File: config.mk
export PLATFORM = sky130hd
export DESIGN_NAME = sync_frame_deframer_sum16_flat
export DESIGN_NICKNAME = d
export VERILOG_FILES = /design/src/rtl/core/sfd_pkg.sv /design/src/rtl/core/sfd_if.sv /design/src/rtl/core/sfd_ram.sv /design/src/rtl/core/sfd_queue.sv /design/src/rtl/core/sfd_front.sv /design/src/rtl/core/sfd_back.sv /design/src/rtl/core/sync_frame_deframer_sum16.sv /design/src/flat_wrapper.sv
export VERILOG_INCLUDE_DIRS = /design/src /design/src/rtl/core
export SDC_FILE = /design/constraint.sdc
export NUM_CORES = 1
export LEC_CHECK = 0
export BUFFER_PORTS_ARGS = -buffer_cell sky130_fd_sc_hd__buf_2
export CAP_MARGIN = 20
export CORE_UTILIZATION = 40
export CTS_BUF_LIST = sky130_fd_sc_hd__clkbuf_16
export CTS_CLUSTER_SIZE = 12
export DETAILED_ROUTE_END_ITERATION = 6
export PLACE_DENSITY = 0.56
export RECOVER_POWER = 50
export SLEW_MARGIN = 10
export SYNTH_ARGS = -nofsm -noshare
export SYNTH_HDL_FRONTEND = slang
export SYNTH_SLANG_ARGS = --single-unit
export TNS_END_PERCENT = 100
File: constraint.sdc
create_clock -name clk -period 3.9 [get_ports clk]
set_input_delay 0.78 -clock clk [delete_from_list [all_inputs] [get_ports clk]]
set_output_delay 0.78 -clock clk [all_outputs]
set_load 0.005 [all_outputs]
File: src/rtl/core/sync_frame_deframer_sum16_macros.svh
// ----------------------------------------------------------------------------
// sync_frame_deframer_sum16 assertion macros
// shared concurrent assertion forms, empty when synthesis is defined
// ----------------------------------------------------------------------------
`ifndef SYNC_FRAME_DEFRAMER_SUM16_MACROS_SVH
`define SYNC_FRAME_DEFRAMER_SUM16_MACROS_SVH

`ifndef SYNTHESIS

// same-cycle implication
`define SFD_ASSERT_IMPL(lbl, ck, rstn, ante, cons) \
    lbl: assert property (@(posedge ck) disable iff (!rstn) (ante) |-> (cons)) \
        else $error("sfd assertion failed");

// next-cycle implication
`define SFD_ASSERT_NEXT(lbl, ck, rstn, ante, cons) \
    lbl: assert property (@(posedge ck) disable iff (!rstn) (ante) |=> (cons)) \
        else $error("sfd assertion failed");

`else

`define SFD_ASSERT_IMPL(lbl, ck, rstn, ante, cons)
`define SFD_ASSERT_NEXT(lbl, ck, rstn, ante, cons)

`endif

`endif

File: src/rtl/core/sfd_pkg.sv
// ----------------------------------------------------------------------------
// sfd_pkg
// shared types and constants of the sync frame deframer
// ----------------------------------------------------------------------------
package sfd_pkg;

    // frame buffer depth in bytes
    localparam int DATA_DEPTH = 64;

    localparam int IDX_W  = (DATA_DEPTH > 1) ? $clog2(DATA_DEPTH) : 1;
    localparam int CNT_W  = $clog2(DATA_DEPTH + 1);
    // two banks so the back end can drain one frame while the next fills
    localparam int RAM_DEPTH = 2 * (2 ** IDX_W);
    localparam int RAM_AW    = IDX_W + 1;

    localparam int QUEUE_DEPTH = 2;
    localparam int QPTR_W = (QUEUE_DEPTH > 1) ? $clog2(QUEUE_DEPTH) : 1;
    localparam int QCNT_W = $clog2(QUEUE_DEPTH + 1);

    localparam int BYTE_W    = 8;
    localparam int WORD_W    = 16;
    localparam int CFG_W     = 7;
    localparam int STATUS_W  = 2;
    localparam int DLEN_W    = 7;
    localparam int DIDX_W    = 6;

    localparam logic [BYTE_W-1:0] SYNC_FIRST  = 8'h1F;
    localparam logic [BYTE_W-1:0] SYNC_SECOND = 8'hF1;
    localparam logic [CFG_W-1:0]  LIMIT_RESET = 7'd50;

    typedef enum logic [STATUS_W-1:0] {
        ST_OK    = 2'd0,
        ST_CKSUM = 2'd1,
        ST_LEN   = 2'd2
    } status_t;

    typedef enum logic [3:0] {
        PH_SYNC1,
        PH_SYNC2,
        PH_ADDR_LO,
        PH_ADDR_HI,
        PH_ID_LO,
        PH_ID_HI,
        PH_LEN_LO,
        PH_LEN_HI,
        PH_DATA,
        PH_CK_LO,
        PH_CK_HI
    } phase_t;

    typedef enum logic [1:0] {
        B_IDLE,
        B_READ,
        B_OUT
    } bstate_t;

    // one finished frame handed from the parser to the emitter
    typedef struct packed {
        status_t            status;
        logic [WORD_W-1:0]  address;
        logic [WORD_W-1:0]  msg_id;
        logic [CNT_W-1:0]   length;
        logic               has_data;
        logic               bank;
    } job_t;

    // bank release from the emitter
    typedef struct packed {
        logic valid;
        logic bank;
    } rel_t;

    // buffer write request from the parser
    typedef struct packed {
        logic               en;
        logic [RAM_AW-1:0]  addr;
        logic [BYTE_W-1:0]  data;
    } ram_wr_t;

endpackage

File: src/rtl/core/sfd_if.sv
// ----------------------------------------------------------------------------
// sfd channel interfaces
// byte input, configuration write and result output channels
// ----------------------------------------------------------------------------
interface sfd_byte_if;
    import sfd_pkg::*;

    logic              valid;
    logic              ready;
    logic [BYTE_W-1:0] rx_byte;

    modport source (output valid, output rx_byte, input ready);
    modport sink   (input valid, input rx_byte, output ready);
endinterface

interface sfd_cfg_if;
    import sfd_pkg::*;

    logic             valid;
    logic             ready;
    logic [CFG_W-1:0] max_data_length;

    modport source (output valid, output max_data_length, input ready);
    modport sink   (input valid, input max_data_length, output ready);
endinterface

interface sfd_result_if;
    import sfd_pkg::*;

    logic                valid;
    logic                ready;
    logic [STATUS_W-1:0] status;
    logic [WORD_W-1:0]   frame_address;
    logic [WORD_W-1:0]   message_id;
    logic [DLEN_W-1:0]   data_length;
    logic                has_data;
    logic [DIDX_W-1:0]   data_index;
    logic [BYTE_W-1:0]   data_value;
    logic                last;

    modport source (
        output valid, output status, output frame_address, output message_id,
        output data_length, output has_data, output data_index, output data_value,
        output last, input ready
    );
    modport sink (
        input valid, input status, input frame_address, input message_id,
        input data_length, input has_data, input data_index, input data_value,
        input last, output ready
    );
endinterface

File: src/rtl/core/sfd_ram.sv
// ----------------------------------------------------------------------------
// sfd_ram
// generic single write port, single read port ram with registered read
// ----------------------------------------------------------------------------
module sfd_ram #(
    parameter int WIDTH = 8,
    parameter int DEPTH = 128,
    localparam int AddrW = (DEPTH > 1) ? $clog2(DEPTH) : 1
) (
    input  logic             clk,
    input  logic             wr_en,
    input  logic [AddrW-1:0] wr_addr,
    input  logic [WIDTH-1:0] wr_data,
    input  logic             rd_en,
    input  logic [AddrW-1:0] rd_addr,
    output logic [WIDTH-1:0] rd_data
);

    logic [WIDTH-1:0] mem [DEPTH];

    always_ff @(posedge clk)
    begin
        if (wr_en)
        begin
            mem[wr_addr] <= wr_data;
        end
        if (rd_en)
        begin
            rd_data <= mem[rd_addr];
        end
    end

endmodule

File: src/rtl/core/sfd_queue.sv
// ----------------------------------------------------------------------------
// sfd_queue
// short frame queue between the parser and the emitter
// ----------------------------------------------------------------------------
module sfd_queue (
    input  logic          clk,
    input  logic          rst_n,
    input  logic          push,
    input  sfd_pkg::job_t push_job,
    input  logic          pop,
    output sfd_pkg::job_t pop_job,
    output logic          full,
    output logic          empty
);
    import sfd_pkg::*;

    job_t              slot_reg [QUEUE_DEPTH];
    logic [QPTR_W-1:0] wr_ptr_reg, wr_ptr_next;
    logic [QPTR_W-1:0] rd_ptr_reg, rd_ptr_next;
    logic [QCNT_W-1:0] count_reg, count_next;

    function automatic logic [QPTR_W-1:0] ptr_inc(input logic [QPTR_W-1:0] p);
        ptr_inc = (p == QPTR_W'(QUEUE_DEPTH - 1)) ? '0 : p + QPTR_W'(1);
    endfunction

    assign full    = (count_reg == QCNT_W'(QUEUE_DEPTH));
    assign empty   = (count_reg == '0);
    assign pop_job = slot_reg[rd_ptr_reg];

    always_comb
    begin
        wr_ptr_next = push ? ptr_inc(wr_ptr_reg) : wr_ptr_reg;
        rd_ptr_next = pop ? ptr_inc(rd_ptr_reg) : rd_ptr_reg;
        count_next  = count_reg;
        if (push && !pop)
        begin
            count_next = count_reg + QCNT_W'(1);
        end
        else if (pop && !push)
        begin
            count_next = count_reg - QCNT_W'(1);
        end
    end

    always_ff @(posedge clk or negedge rst_n)
    begin
        if (!rst_n)
        begin
            wr_ptr_reg <= '0;
            rd_ptr_reg <= '0;
            count_reg  <= '0;
        end
        else
        begin
            wr_ptr_reg <= wr_ptr_next;
            rd_ptr_reg <= rd_ptr_next;
            count_reg  <= count_next;
        end
    end

    always_ff @(posedge clk)
    begin
        if (push)
        begin
            slot_reg[wr_ptr_reg] <= push_job;
        end
    end

endmodule

File: src/rtl/core/sfd_front.sv
// ----------------------------------------------------------------------------
// sfd_front
// byte parser: sync hunt, header capture, data buffering, checksum check
// ----------------------------------------------------------------------------
`include "sync_frame_deframer_sum16_macros.svh"

module sfd_front (
    input  logic             clk,
    input  logic             rst_n,
    sfd_byte_if.sink         rx,
    sfd_cfg_if.sink          cfg,
    input  logic             q_full,
    output logic             push,
    output sfd_pkg::job_t    push_job,
    input  sfd_pkg::rel_t    rel,
    output sfd_pkg::ram_wr_t ram_wr
);
    import sfd_pkg::*;

    phase_t            phase_reg, phase_next;
    logic              wr_bank_reg, wr_bank_next;
    logic [1:0]        busy_reg, busy_next;
    logic [CFG_W-1:0]  limit_reg, limit_next;
    logic [WORD_W-1:0] addr_reg, addr_next;
    logic [WORD_W-1:0] id_reg, id_next;
    logic [WORD_W-1:0] len_reg, len_next;
    logic [WORD_W-1:0] sum_reg, sum_next;
    logic [BYTE_W-1:0] ck_lo_reg, ck_lo_next;
    logic [CNT_W-1:0]  cnt_reg, cnt_next;

    logic              accept;
    logic [BYTE_W-1:0] b;
    logic [WORD_W-1:0] sum_add;
    logic [WORD_W-1:0] len_full;
    logic [WORD_W-1:0] limit_eff;
    logic [WORD_W-1:0] got;
    logic [CNT_W-1:0]  cnt_inc;

    // stall while the queue is full or the bank to fill is still draining
    assign rx.ready  = !q_full && !(phase_reg == PH_DATA && busy_reg[wr_bank_reg]);
    assign cfg.ready = 1'b1;
    assign accept    = rx.valid && rx.ready;
    assign b         = rx.rx_byte;

    assign sum_add   = sum_reg + {8'h00, b};
    assign len_full  = {b, len_reg[BYTE_W-1:0]};
    assign limit_eff = ({9'd0, limit_reg} > WORD_W'(DATA_DEPTH)) ? WORD_W'(DATA_DEPTH)
                                                                 : {9'd0, limit_reg};
    assign got       = {b, ck_lo_reg};
    assign cnt_inc   = cnt_reg + CNT_W'(1);

    always_comb
    begin
        phase_next   = phase_reg;
        wr_bank_next = wr_bank_reg;
        busy_next    = busy_reg;
        limit_next   = cfg.valid ? cfg.max_data_length : limit_reg;
        addr_next    = addr_reg;
        id_next      = id_reg;
        len_next     = len_reg;
        sum_next     = sum_reg;
        ck_lo_next   = ck_lo_reg;
        cnt_next     = cnt_reg;
        push         = 1'b0;
        push_job     = '{status: ST_OK, address: addr_reg, msg_id: id_reg,
                         length: '0, has_data: 1'b0, bank: wr_bank_reg};
        ram_wr       = '{en: 1'b0, addr: {wr_bank_reg, cnt_reg[IDX_W-1:0]}, data: b};

        if (rel.valid)
        begin
            busy_next[rel.bank] = 1'b0;
        end

        if (accept)
        begin
            case (phase_reg)
                PH_SYNC1:
                begin
                    if (b == SYNC_FIRST)
                    begin
                        phase_next = PH_SYNC2;
                    end
                end
                PH_SYNC2:
                begin
                    if (b == SYNC_SECOND)
                    begin
                        sum_next   = '0;
                        phase_next = PH_ADDR_LO;
                    end
                    else
                    begin
                        phase_next = PH_SYNC1;
                    end
                end
                PH_ADDR_LO:
                begin
                    sum_next   = sum_add;
                    addr_next  = {8'h00, b};
                    phase_next = PH_ADDR_HI;
                end
                PH_ADDR_HI:
                begin
                    sum_next   = sum_add;
                    addr_next  = {b, addr_reg[BYTE_W-1:0]};
                    phase_next = PH_ID_LO;
                end
                PH_ID_LO:
                begin
                    sum_next   = sum_add;
                    id_next    = {8'h00, b};
                    phase_next = PH_ID_HI;
                end
                PH_ID_HI:
                begin
                    sum_next   = sum_add;
                    id_next    = {b, id_reg[BYTE_W-1:0]};
                    phase_next = PH_LEN_LO;
                end
                PH_LEN_LO:
                begin
                    sum_next   = sum_add;
                    len_next   = {8'h00, b};
                    phase_next = PH_LEN_HI;
                end
                PH_LEN_HI:
                begin
                    sum_next = sum_add;
                    len_next = len_full;
                    cnt_next = '0;
                    if (len_full > limit_eff)
                    begin
                        // over the limit: report straight away
                        push            = 1'b1;
                        push_job.status = ST_LEN;
                        phase_next      = PH_SYNC1;
                    end
                    else if (len_full == '0)
                    begin
                        phase_next = PH_CK_LO;
                    end
                    else
                    begin
                        phase_next = PH_DATA;
                    end
                end
                PH_DATA:
                begin
                    sum_next  = sum_add;
                    ram_wr.en = 1'b1;
                    cnt_next  = cnt_inc;
                    if ({{(WORD_W-CNT_W){1'b0}}, cnt_inc} >= len_reg)
                    begin
                        phase_next = PH_CK_LO;
                    end
                end
                PH_CK_LO:
                begin
                    ck_lo_next = b;
                    phase_next = PH_CK_HI;
                end
                PH_CK_HI:
                begin
                    push       = 1'b1;
                    phase_next = PH_SYNC1;
                    if (got != sum_reg)
                    begin
                        push_job.status = ST_CKSUM;
                    end
                    else if (len_reg != '0)
                    begin
                        push_job.length   = CNT_W'(len_reg);
                        push_job.has_data = 1'b1;
                        busy_next[wr_bank_reg] = 1'b1;
                        wr_bank_next      = !wr_bank_reg;
                    end
                end
                default:
                begin
                    phase_next = PH_SYNC1;
                end
            endcase
        end
    end

    always_ff @(posedge clk or negedge rst_n)
    begin
        if (!rst_n)
        begin
            phase_reg   <= PH_SYNC1;
            wr_bank_reg <= 1'b0;
            busy_reg    <= '0;
            limit_reg   <= LIMIT_RESET;
        end
        else
        begin
            phase_reg   <= phase_next;
            wr_bank_reg <= wr_bank_next;
            busy_reg    <= busy_next;
            limit_reg   <= limit_next;
        end
    end

    always_ff @(posedge clk)
    begin
        addr_reg  <= addr_next;
        id_reg    <= id_next;
        len_reg   <= len_next;
        sum_reg   <= sum_next;
        ck_lo_reg <= ck_lo_next;
        cnt_reg   <= cnt_next;
    end

    // never overwrite a bank the emitter still owns
    `SFD_ASSERT_IMPL(a_fill_free_bank, clk, rst_n, ram_wr.en, !busy_reg[wr_bank_reg])
    // a finished frame always finds room in the queue
    `SFD_ASSERT_IMPL(a_push_room, clk, rst_n, push, !q_full)

endmodule

File: src/rtl/core/sfd_back.sv
// ----------------------------------------------------------------------------
// sfd_back
// result emitter: one result per buffered byte or one status result
// ----------------------------------------------------------------------------
`include "sync_frame_deframer_sum16_macros.svh"

module sfd_back (
    input  logic                       clk,
    input  logic                       rst_n,
    input  logic                       q_empty,
    input  sfd_pkg::job_t              q_job,
    output logic                       q_pop,
    output logic                       rd_en,
    output logic [sfd_pkg::RAM_AW-1:0] rd_addr,
    input  logic [sfd_pkg::BYTE_W-1:0] rd_data,
    output sfd_pkg::rel_t              rel,
    sfd_result_if.source               result
);
    import sfd_pkg::*;

    bstate_t          st_reg, st_next;
    job_t             job_reg, job_next;
    logic [IDX_W-1:0] idx_reg, idx_next;
    logic [CNT_W-1:0] idx_inc;
    logic             is_last;

    assign idx_inc = CNT_W'(idx_reg) + CNT_W'(1);
    assign is_last = !job_reg.has_data || (idx_inc == job_reg.length);
    assign rd_addr = {job_reg.bank, idx_reg};

    always_comb
    begin
        st_next  = st_reg;
        job_next = job_reg;
        idx_next = idx_reg;
        q_pop    = 1'b0;
        rd_en    = 1'b0;
        rel      = '{valid: 1'b0, bank: job_reg.bank};

        case (st_reg)
            B_IDLE:
            begin
                if (!q_empty)
                begin
                    q_pop    = 1'b1;
                    job_next = q_job;
                    idx_next = '0;
                    st_next  = q_job.has_data ? B_READ : B_OUT;
                end
            end
            B_READ:
            begin
                rd_en   = 1'b1;
                st_next = B_OUT;
            end
            B_OUT:
            begin
                if (result.ready)
                begin
                    if (is_last)
                    begin
                        rel.valid = job_reg.has_data;
                        st_next   = B_IDLE;
                    end
                    else
                    begin
                        idx_next = idx_reg + IDX_W'(1);
                        st_next  = B_READ;
                    end
                end
            end
            default:
            begin
                st_next = B_IDLE;
            end
        endcase
    end

    always_ff @(posedge clk or negedge rst_n)
    begin
        if (!rst_n)
        begin
            st_reg <= B_IDLE;
        end
        else
        begin
            st_reg <= st_next;
        end
    end

    always_ff @(posedge clk)
    begin
        job_reg <= job_next;
        idx_reg <= idx_next;
    end

    assign result.valid         = (st_reg == B_OUT);
    assign result.status        = job_reg.status;
    assign result.frame_address = job_reg.address;
    assign result.message_id    = job_reg.msg_id;
    assign result.data_length   = DLEN_W'(job_reg.length);
    assign result.has_data      = job_reg.has_data;
    assign result.data_index    = DIDX_W'(idx_reg);
    assign result.data_value    = job_reg.has_data ? rd_data : '0;
    assign result.last          = is_last;

    // byte results stay inside the frame
    `SFD_ASSERT_IMPL(a_index_in_frame, clk, rst_n, result.valid && result.has_data,
        {1'b0, result.data_index} < result.data_length)
    // error results are single and carry no byte
    `SFD_ASSERT_IMPL(a_error_single, clk, rst_n, result.valid && result.status != ST_OK,
        !result.has_data && result.last)
    // a waiting frame is always taken up
    `SFD_ASSERT_NEXT(a_pop_leaves_idle, clk, rst_n, st_reg == B_IDLE && !q_empty,
        st_reg != B_IDLE)

endmodule

File: src/rtl/core/sync_frame_deframer_sum16.sv
// ----------------------------------------------------------------------------
// sync_frame_deframer_sum16
// sync-framed byte stream parser with 16-bit byte-sum checksum
// ----------------------------------------------------------------------------
// result path: an error or an empty good frame goes through the queue and the
//   emitter state register; a frame with data adds a registered buffer read
// throughput: one byte per cycle while the queue has room and the bank to fill
//   is free; byte results never leave back to back (registered buffer read)
// reset: rst_n clears parser, queue and emitter control and loads the limit
//   with 50; the frame buffer is not cleared and no clearing pass runs
// ----------------------------------------------------------------------------
module sync_frame_deframer_sum16 (
    input  logic         clk,
    input  logic         rst_n,
    sfd_byte_if.sink     rx,
    sfd_cfg_if.sink      cfg,
    sfd_result_if.source result
);
    import sfd_pkg::*;

    // parser to queue
    logic    push;
    job_t    push_job;
    logic    q_full;

    // queue to emitter
    logic    pop;
    job_t    pop_job;
    logic    q_empty;

    // emitter hands a drained bank back to the parser
    rel_t    rel;

    // frame buffer ports
    ram_wr_t           ram_wr;
    logic              rd_en;
    logic [RAM_AW-1:0] rd_addr;
    logic [BYTE_W-1:0] rd_data;

    // front: hunts for sync, takes the header, fills one buffer bank and
    // checks the checksum; every finished frame becomes one queue request
    sfd_front u_front (
        .clk      (clk),
        .rst_n    (rst_n),
        .rx       (rx),
        .cfg      (cfg),
        .q_full   (q_full),
        .push     (push),
        .push_job (push_job),
        .rel      (rel),
        .ram_wr   (ram_wr)
    );

    // two-deep queue so parsing and result emission stall independently
    sfd_queue u_queue (
        .clk      (clk),
        .rst_n    (rst_n),
        .push     (push),
        .push_job (push_job),
        .pop      (pop),
        .pop_job  (pop_job),
        .full     (q_full),
        .empty    (q_empty)
    );

    // frame buffer, two banks of one frame each, ping-ponged by the parser
    sfd_ram #(
        .WIDTH (BYTE_W),
        .DEPTH (RAM_DEPTH)
    ) u_ram (
        .clk     (clk),
        .wr_en   (ram_wr.en),
        .wr_addr (ram_wr.addr),
        .wr_data (ram_wr.data),
        .rd_en   (rd_en),
        .rd_addr (rd_addr),
        .rd_data (rd_data)
    );

    // back: turns each queued frame into its results
    sfd_back u_back (
        .clk     (clk),
        .rst_n   (rst_n),
        .q_empty (q_empty),
        .q_job   (pop_job),
        .q_pop   (pop),
        .rd_en   (rd_en),
        .rd_addr (rd_addr),
        .rd_data (rd_data),
        .rel     (rel),
        .result  (result)
    );

endmodule

File: src/flat_wrapper.sv
// flat-port wrapper written by rule: the top's interface ports become plain ports
module sync_frame_deframer_sum16_flat import sfd_pkg::*;
  (clk, rst_n, rx_valid, rx_rx_byte, rx_ready, cfg_valid, cfg_max_data_length, cfg_ready, result_valid, result_status, result_frame_address, result_message_id, result_data_length, result_has_data, result_data_index, result_data_value, result_last, result_ready);
  sfd_byte_if rx_i ();
  sfd_cfg_if cfg_i ();
  sfd_result_if result_i ();
  input  logic clk;
  input  logic rst_n;
  input wire logic [$bits(rx_i.valid)-1:0] rx_valid;
  input wire logic [$bits(rx_i.rx_byte)-1:0] rx_rx_byte;
  output wire logic [$bits(rx_i.ready)-1:0] rx_ready;
  input wire logic [$bits(cfg_i.valid)-1:0] cfg_valid;
  input wire logic [$bits(cfg_i.max_data_length)-1:0] cfg_max_data_length;
  output wire logic [$bits(cfg_i.ready)-1:0] cfg_ready;
  output wire logic [$bits(result_i.valid)-1:0] result_valid;
  output wire logic [$bits(result_i.status)-1:0] result_status;
  output wire logic [$bits(result_i.frame_address)-1:0] result_frame_address;
  output wire logic [$bits(result_i.message_id)-1:0] result_message_id;
  output wire logic [$bits(result_i.data_length)-1:0] result_data_length;
  output wire logic [$bits(result_i.has_data)-1:0] result_has_data;
  output wire logic [$bits(result_i.data_index)-1:0] result_data_index;
  output wire logic [$bits(result_i.data_value)-1:0] result_data_value;
  output wire logic [$bits(result_i.last)-1:0] result_last;
  input wire logic [$bits(result_i.ready)-1:0] result_ready;
  assign rx_i.valid = rx_valid;
  assign rx_i.rx_byte = rx_rx_byte;
  assign rx_ready = rx_i.ready;
  assign cfg_i.valid = cfg_valid;
  assign cfg_i.max_data_length = cfg_max_data_length;
  assign cfg_ready = cfg_i.ready;
  assign result_valid = result_i.valid;
  assign result_status = result_i.status;
  assign result_frame_address = result_i.frame_address;
  assign result_message_id = result_i.message_id;
  assign result_data_length = result_i.data_length;
  assign result_has_data = result_i.has_data;
  assign result_data_index = result_i.data_index;
  assign result_data_value = result_i.data_value;
  assign result_last = result_i.last;
  assign result_i.ready = result_ready;
  sync_frame_deframer_sum16 u_core (.clk(clk), .rst_n(rst_n), .rx(rx_i), .cfg(cfg_i), .result(result_i));
endmodule
### After elaboration in Yosys (flattened, before gate mapping)

Memory sizes are Yosys's and may differ from the RTL's. A register that Yosys moved wholly into a read port is not among the register bits.
Index checks and enable logic that the tools add are counted.

| storage, ports and cells | value |
|---|---|
| register bits | 148 |
| memory bits (writable) | 1110 |
| output and inout port bits | 60 |
| memories | 2 |

| cells by class | value |
|---|---|
| add/subtract/negate cells | 8 |
| order comparisons | 7 |
| equality and inequality tests | 23 |
| mux-type cells | 61 |
| bitwise gates (word level) | 8 |
| reduce and logical (&&, ||, !) cells | 41 |

Memory list:

| name | depth | bits a word | read ports | clocked after Yosys merged registers in | wr ports | line | source |
|---|---|---|---|---|---|---|---|
| u_core.u_ram.mem | 128 | 8 | 1 | 1 | 1 | sfd_ram.sv:19 | `logic [WIDTH-1:0] mem [DEPTH];` |
| u_core.u_queue.slot_reg | 2 | 43 | 1 | 0 | 1 | sfd_queue.sv:17 | `job_t slot_reg [QUEUE_DEPTH];` |

Operators with widths:

| operator | count |
|---|---|
| 16-bit case mux with 2 select lines | 4 |
| 8-bit two-way mux | 5 |
| 4-bit case mux with 10 select lines | 1 |
| 2-bit two-way mux | 13 |
| 1-bit two-way mux | 23 |
| 6-bit two-way mux | 3 |
| 16-bit by 8-bit adder with 16-bit output | 1 |
| 4-bit by 3-bit == test with 1-bit output (second input constant) | 4 |
| 7-bit by 16-bit greater-or-equal comparator with 1-bit output | 1 |
| 16-bit by 7-bit > comparator with 1-bit output | 1 |
| 16-bit zero test | 1 |
| 16-bit two-way mux | 1 |
| 16-bit inequality test | 1 |
| 16-bit nonzero test | 1 |
| 3-bit AND reduction | 5 |
| 7-bit case mux with 2 select lines | 1 |
| 2-bit AND reduction | 7 |
| 2-bit nonzero test | 7 |
| 4-bit == test (second input constant) | 3 |
| 4-bit two-way mux | 3 |
| 6-bit case mux with 2 select lines | 1 |
| 4-bit by 2-bit == test with 1-bit output (second input constant) | 2 |
| 8-bit by 5-bit == test with 1-bit output (second input constant) | 1 |
| 8-bit == test (second input constant) | 1 |
| 31 further kinds | 57 |

### Depth between registers and ports, before layout

| depth | value |
|---|---|
| word-level depth | 12 |
| gate-level depth with buffers | 12 |
| depth with buffers taken out | 12 |

### Cells and area by module

Synthesis repeated with hierarchy kept, for this count alone.

| unflattened totals | value |
|---|---|
| cell total of the unflattened synthesis | 2341 |
| area, all modules | 50169.4 µm² |

By module, submodules not included:

| module | instances | cells an instance | area each (µm²) | sequential area each (µm²) |
|---|---|---|---|---|
| sfd_ram | 1 | 1635 | 39745.6 | 30989.7 |
| sfd_front | 1 | 443 | 4994.8 | 2726.4 |
| sfd_queue | 1 | 150 | 3490.8 | 2682.6 |
| sfd_back | 1 | 113 | 1938.1 | 1521.5 |

### Least setup slack after synthesis

Ideal clock, no wire load.

| timing path | value |
|---|---|
| path type | register to register |
| start point | register u_core.u_front.limit_reg[1] |
| end point | memory u_core.u_queue.slot_reg[0][0] (netlist name) (enable) |
| library setup time | 0.449 ns |
| data arrival time | 3.698 ns |
| required time | 3.451 ns |
| path slack | -0.246 ns |
| stages on the path, launching flop included | 9 |
| path buffers | 0 |
| clock period less this slack | 4.146 ns |
| path through | dfstp_2 -> nand2_1 -> ha_1 -> nor2b_1 -> o211ai_1 -> a211oi_1 -> nor3_1 -> o31ai_1 -> nor2b_1 |

| on the way | value |
|---|---|
| longest elaborated chain between the ends | 8 |

Ends and longest elaborated chain:

| what | line | source |
|---|---|---|
| start, declared | sfd_front.sv:23 | `logic [CFG_W-1:0] limit_reg, limit_next;` |
| start signal, assigned | sfd_front.sv:200 | `limit_reg <= limit_next;` |
| 7-bit > comparator | sfd_front.sv:47 | `assign limit_eff = ({9'd0, limit_reg} > WORD_W'(DATA_DEPTH)) ? WORD_W'(DATA_DEPTH)` |
| 7-bit two-way mux * | sfd_front.sv:47 |  |
| 16-bit by 7-bit > comparator with 1-bit output * | sfd_front.sv:131 | `if (len_full > limit_eff)` |
| 1-bit two-way mux * | sfd_front.sv:131 |  |
| 1-bit case mux with 2 select lines * | sfd_front.sv:76 | `case (phase_reg)` |
| 1-bit two-way mux * | sfd_front.sv:74 | `if (accept)` |
| named net u_core.push | sync_frame_deframer_sum16.sv:22 | `logic push;` |
| 1-bit two-way mux * | sfd_queue.sv:63 | `if (push)` |
| 1-bit two-way mux (implied by the code) * | sfd_queue.sv:65 | `slot_reg[wr_ptr_reg] <= push_job;` |
| end, declared | sfd_queue.sv:17 |  |

Mark *: on every way through the listed nets, which the timed path passes. The rest lies on a longest branch.

### Worst setup path after layout

| timing path | value |
|---|---|
| start point | register u_core.u_back.idx_reg[4] (netlist: u_core.u_back.result.data_index[4]) |
| end point | output port result_last |

| on the way | value |
|---|---|
| longest elaborated chain between the ends | 3 |

Ends and longest elaborated chain:

| what | line | source |
|---|---|---|
| start, declared | sfd_back.sv:23 | `logic [IDX_W-1:0] idx_reg, idx_next;` |
| start signal, assigned | sfd_back.sv:94 | `idx_reg <= idx_next;` |
| 6-bit by 1-bit adder with 7-bit output | sfd_back.sv:27 | `assign idx_inc = CNT_W'(idx_reg) + CNT_W'(1);` |
| 7-bit == test | sfd_back.sv:28 | `assign is_last = !job_reg.has_data \|\| (idx_inc == job_reg.length);` |
| 1-bit logical OR | sfd_back.sv:28 |  |
| end, declared | flat_wrapper.sv:23 | `output wire logic [$bits(result_i.last)-1:0] result_last;` |

Every way passes these cells.

==> impl_metrics.yaml <==
logic_synthesis:
  synth_commonest_cells: "1246 x edfxtp_1, 194 x nor2_1, 192 x mux4_2"
  synthTopCellsByArea: "edfxtp_1 75%, mux4_2 8.7%, mux2_2 2.6%, nor2_1 1.5%, mux2i_1 1.3%"
  syn_inst: 2570
  synth_top_flop_cell: "edfxtp_1"
  synth-seq-cells: 1266
  ys.warnings.count: 0
  synth_top_area_share_pct: 75.1
  yosys.area.top_type: "edfxtp_1"
  synth_edf_count: 1246
  syn_avg_cell_area_um2: 19.4
  synthesis.area_um2: 49800
  synth_most_common_cell: "edfxtp_1"
  syn-num-nets: 2616
  async_flop_share_pct: 1.58
  synth_cell_types: 62
  synth-seq-area-share_pct: 76.1
floorplan:
  core_area_um2: 124000
  ios: 80
  rows: 129
  initial_core_util_pct: 40.3
  die_w_um: 355
  dieArea_um2: 126000
  die_h_um: 355
sta:
  fmax_mhz: 272
  final.setup.tns_ns: 0
  fin_skew_ns: 0.0289
  rsz0062_at_grt: "no"
  setup_slack_ns: 0.219
  period_share_pct: 94.4
  slew_headroom_pct: -37.2
  finalSetupViolCount: 0
  slew_violations: 601
  period_minus_slack_ns: 3.68
  finalHoldViolCount: 0
  tightestPinTransition_ns: 2.06
drt:
  drt_iter0_drc: 2708
  routed_via_density: 5.58
  drt_wl_total_um: 122000
  wl_per_cell_um: 27.1
  vias: 25000
  drt_pass1_iterations: 5
  drc_errors: 0
  ant_nets: 0
worst_setup_path:
  cpMaxStageDelayCell: "edfxtp_1"
  worstSetupPathType: "flip-flop to output pin"
  end_kind: "output pin"
  r2r-end: "u_core.u_ram.mem[23][1]"
  cp_cell_sequence: "and2_0 -> nand4_1 -> xor3_1 -> nand4_1 -> nand2_1 -> buf_2"
  ff2ff_path_depth: 7
  cp_max_fo: 9
  rrSetupSlack_ns: 0.46
  r2r-start: "u_core.u_front.phase_reg[3]"
  cp-start-kind: "flip-flop"
  crit_required_ns: 3.12
  path_common_cell: "nand4_1"
  worstPathArrival_ns: 2.90
  slowest_delay_ns: 0.81
  cp_num_buf_inv: 1
  path_delay_family: "simple AND/OR/NAND/NOR gates"
global_routing:
  grt_max_degree: 131
  grt_pass1_wl_um: 177000
  overflow: 0
  grt_pass1_vias: 25800
  track_usage_pct: 19.4
  antenna_found_initial: 10
placed_design:
  dp.cells: 4258
  dp_slack_ns: 0.721
  io_buffers: 78
  gp_congestion: 0.837
  hpwl_um: 76000
clock_network:
  cts_made_buffers: 134
  hold_buffers: 0
  clk_pin_slew_ns: 0.07
  clock_path_buffers: 3
  post-cts-setup-buffers: 0
  cts.sinks: 1266
  cts_tree: "yes"
  cts_root_buffer: "clkbuf_16"
  htree_num_levels: 4
  clk_latency_ns: 0.73
  cts_resized: 0
outcome:
  failed_checks: "capacitance limit, slew limit"
  status: "finished with violations"
cells_and_area:
  syn_to_final_growth_pct: 13.4
  fill_cells: 10600
  layoutNonFillerInstCount: 4484
  drive_above_1_share_pct: 22.4
  fin_nets: 2804
  multi_input_area_um2: 11200
  ff_latch_area_um2: 37900
  largest_reg_flops: 1024
power_and_ir_drop:
  power_per_cell_area_nw_per_um2: 677
  p_leak_nw: 18.0
  p_total_mw: 38.2
  peakVddDrop_mv: 0.429
min_path:
  hold_depth: 2
  whs_endpoint: "u_core.u_front.limit_reg[3]"
  worstHoldPathType: "input port to flip-flop"
  hp-start: "cfg_max_data_length[3]"
flow_run:
  max-cap-violations: 9
-- worst max-delay path by stage --
stage | start | to | slack [ns] | cells past startpoint
floorplan | rx_rx_byte[2] | u_core.u_front.sum_reg[0] | 0.41 | 5
global placement | u_core.u_back.result.data_index[0] | u_core.u_ram.rd_data[1] | 0.74 | 7
detailed placement | u_core.u_back.result.data_index[0] | u_core.u_ram.rd_data[1] | 0.72 | 7
CTS | u_core.u_back.result.data_index[0] | result_last | 0.15 | 7
global route | u_core.u_back.result.data_index[0] | result_last | 0.07 | 7
finish | u_core.u_back.result.data_index[4] | result_last | 0.22 | 6
-- report_power, final --
group	total (mW)	internal, mW	switching, mW
sequential	16.5	15.9	0.599
clock	11.6	6.60	4.99
combinational	10.2	4.24	5.93
-- cells by family after synthesis --
group,share of synthesized area [%]
xor+xnor,0.821
buf+inv,1.61
mux,12.5
flops,76.1
other cells,0.00752
compound gates,4.17
simple gates,4.12
fa+ha+maj,0.668
-- placed cells by master, fill, tap and decap left out, types with 16 or more instances in the layout --
cell and count:
nor2_1 192, mux4_2 192, inv_1 49, nand3_1 23, and2_1 34, xnor2_1 28, clkbuf_1 36, o221ai_1 24
mux2_1 18, clkinv_1 29, edfxtp_1 1246, nand2_1 40, o22ai_1 25, ha_1 25, clkbuf_16 141, buf_4 80
and2_0 21, buf_2 51, a21oi_1 30, xor2_1 16, o21ai_0 40, a22o_1 17, nor2b_1 28, a22oi_1 80
mux2i_1 65, dfrtp_1 17, a221o_1 17, mux2_2 95
-- stage by stage --
step	hold slack, ns	utilization [%]	cell area, um2
after floorplan	0.421	-	49800
after global placement	0.422	42.6	52700
after detailed placement	0.430	42.6	52700
after CTS	0.00248	45.8	56600
after global routing	0.269	45.7	56500
final	0.294	45.7	56500
-- cell type report --
| class | instances | area share, % |
|---|---|---|
| Sequential cell | 1266 | 67.1 |
| Timing Repair Buffer | 194 | 2.39 |
| Antenna cell | 4 | 0.0177 |
| Multi-Input combinational cell | 1143 | 19.7 |
| Tap cell | 1637 | 3.62 |
| Inverter | 19 | 0.126 |
| Clock inverter | 80 | 0.773 |
| Clock buffer | 141 | 6.24 |
-- per-layer routing --
layer | global-route usage, % | vias to the layer above | share of wire (%)
met5 | 0 | - | 0.035
li1 | - | 10800 | -
met3 | 4.83 | 170 | 8.3
met2 | 30.4 | 927 | 47
met4 | 5.66 | 6 | 2.3
met1 | 26.8 | 13100 | 42
No activity file was read; power rests on OpenSTA's default activity.
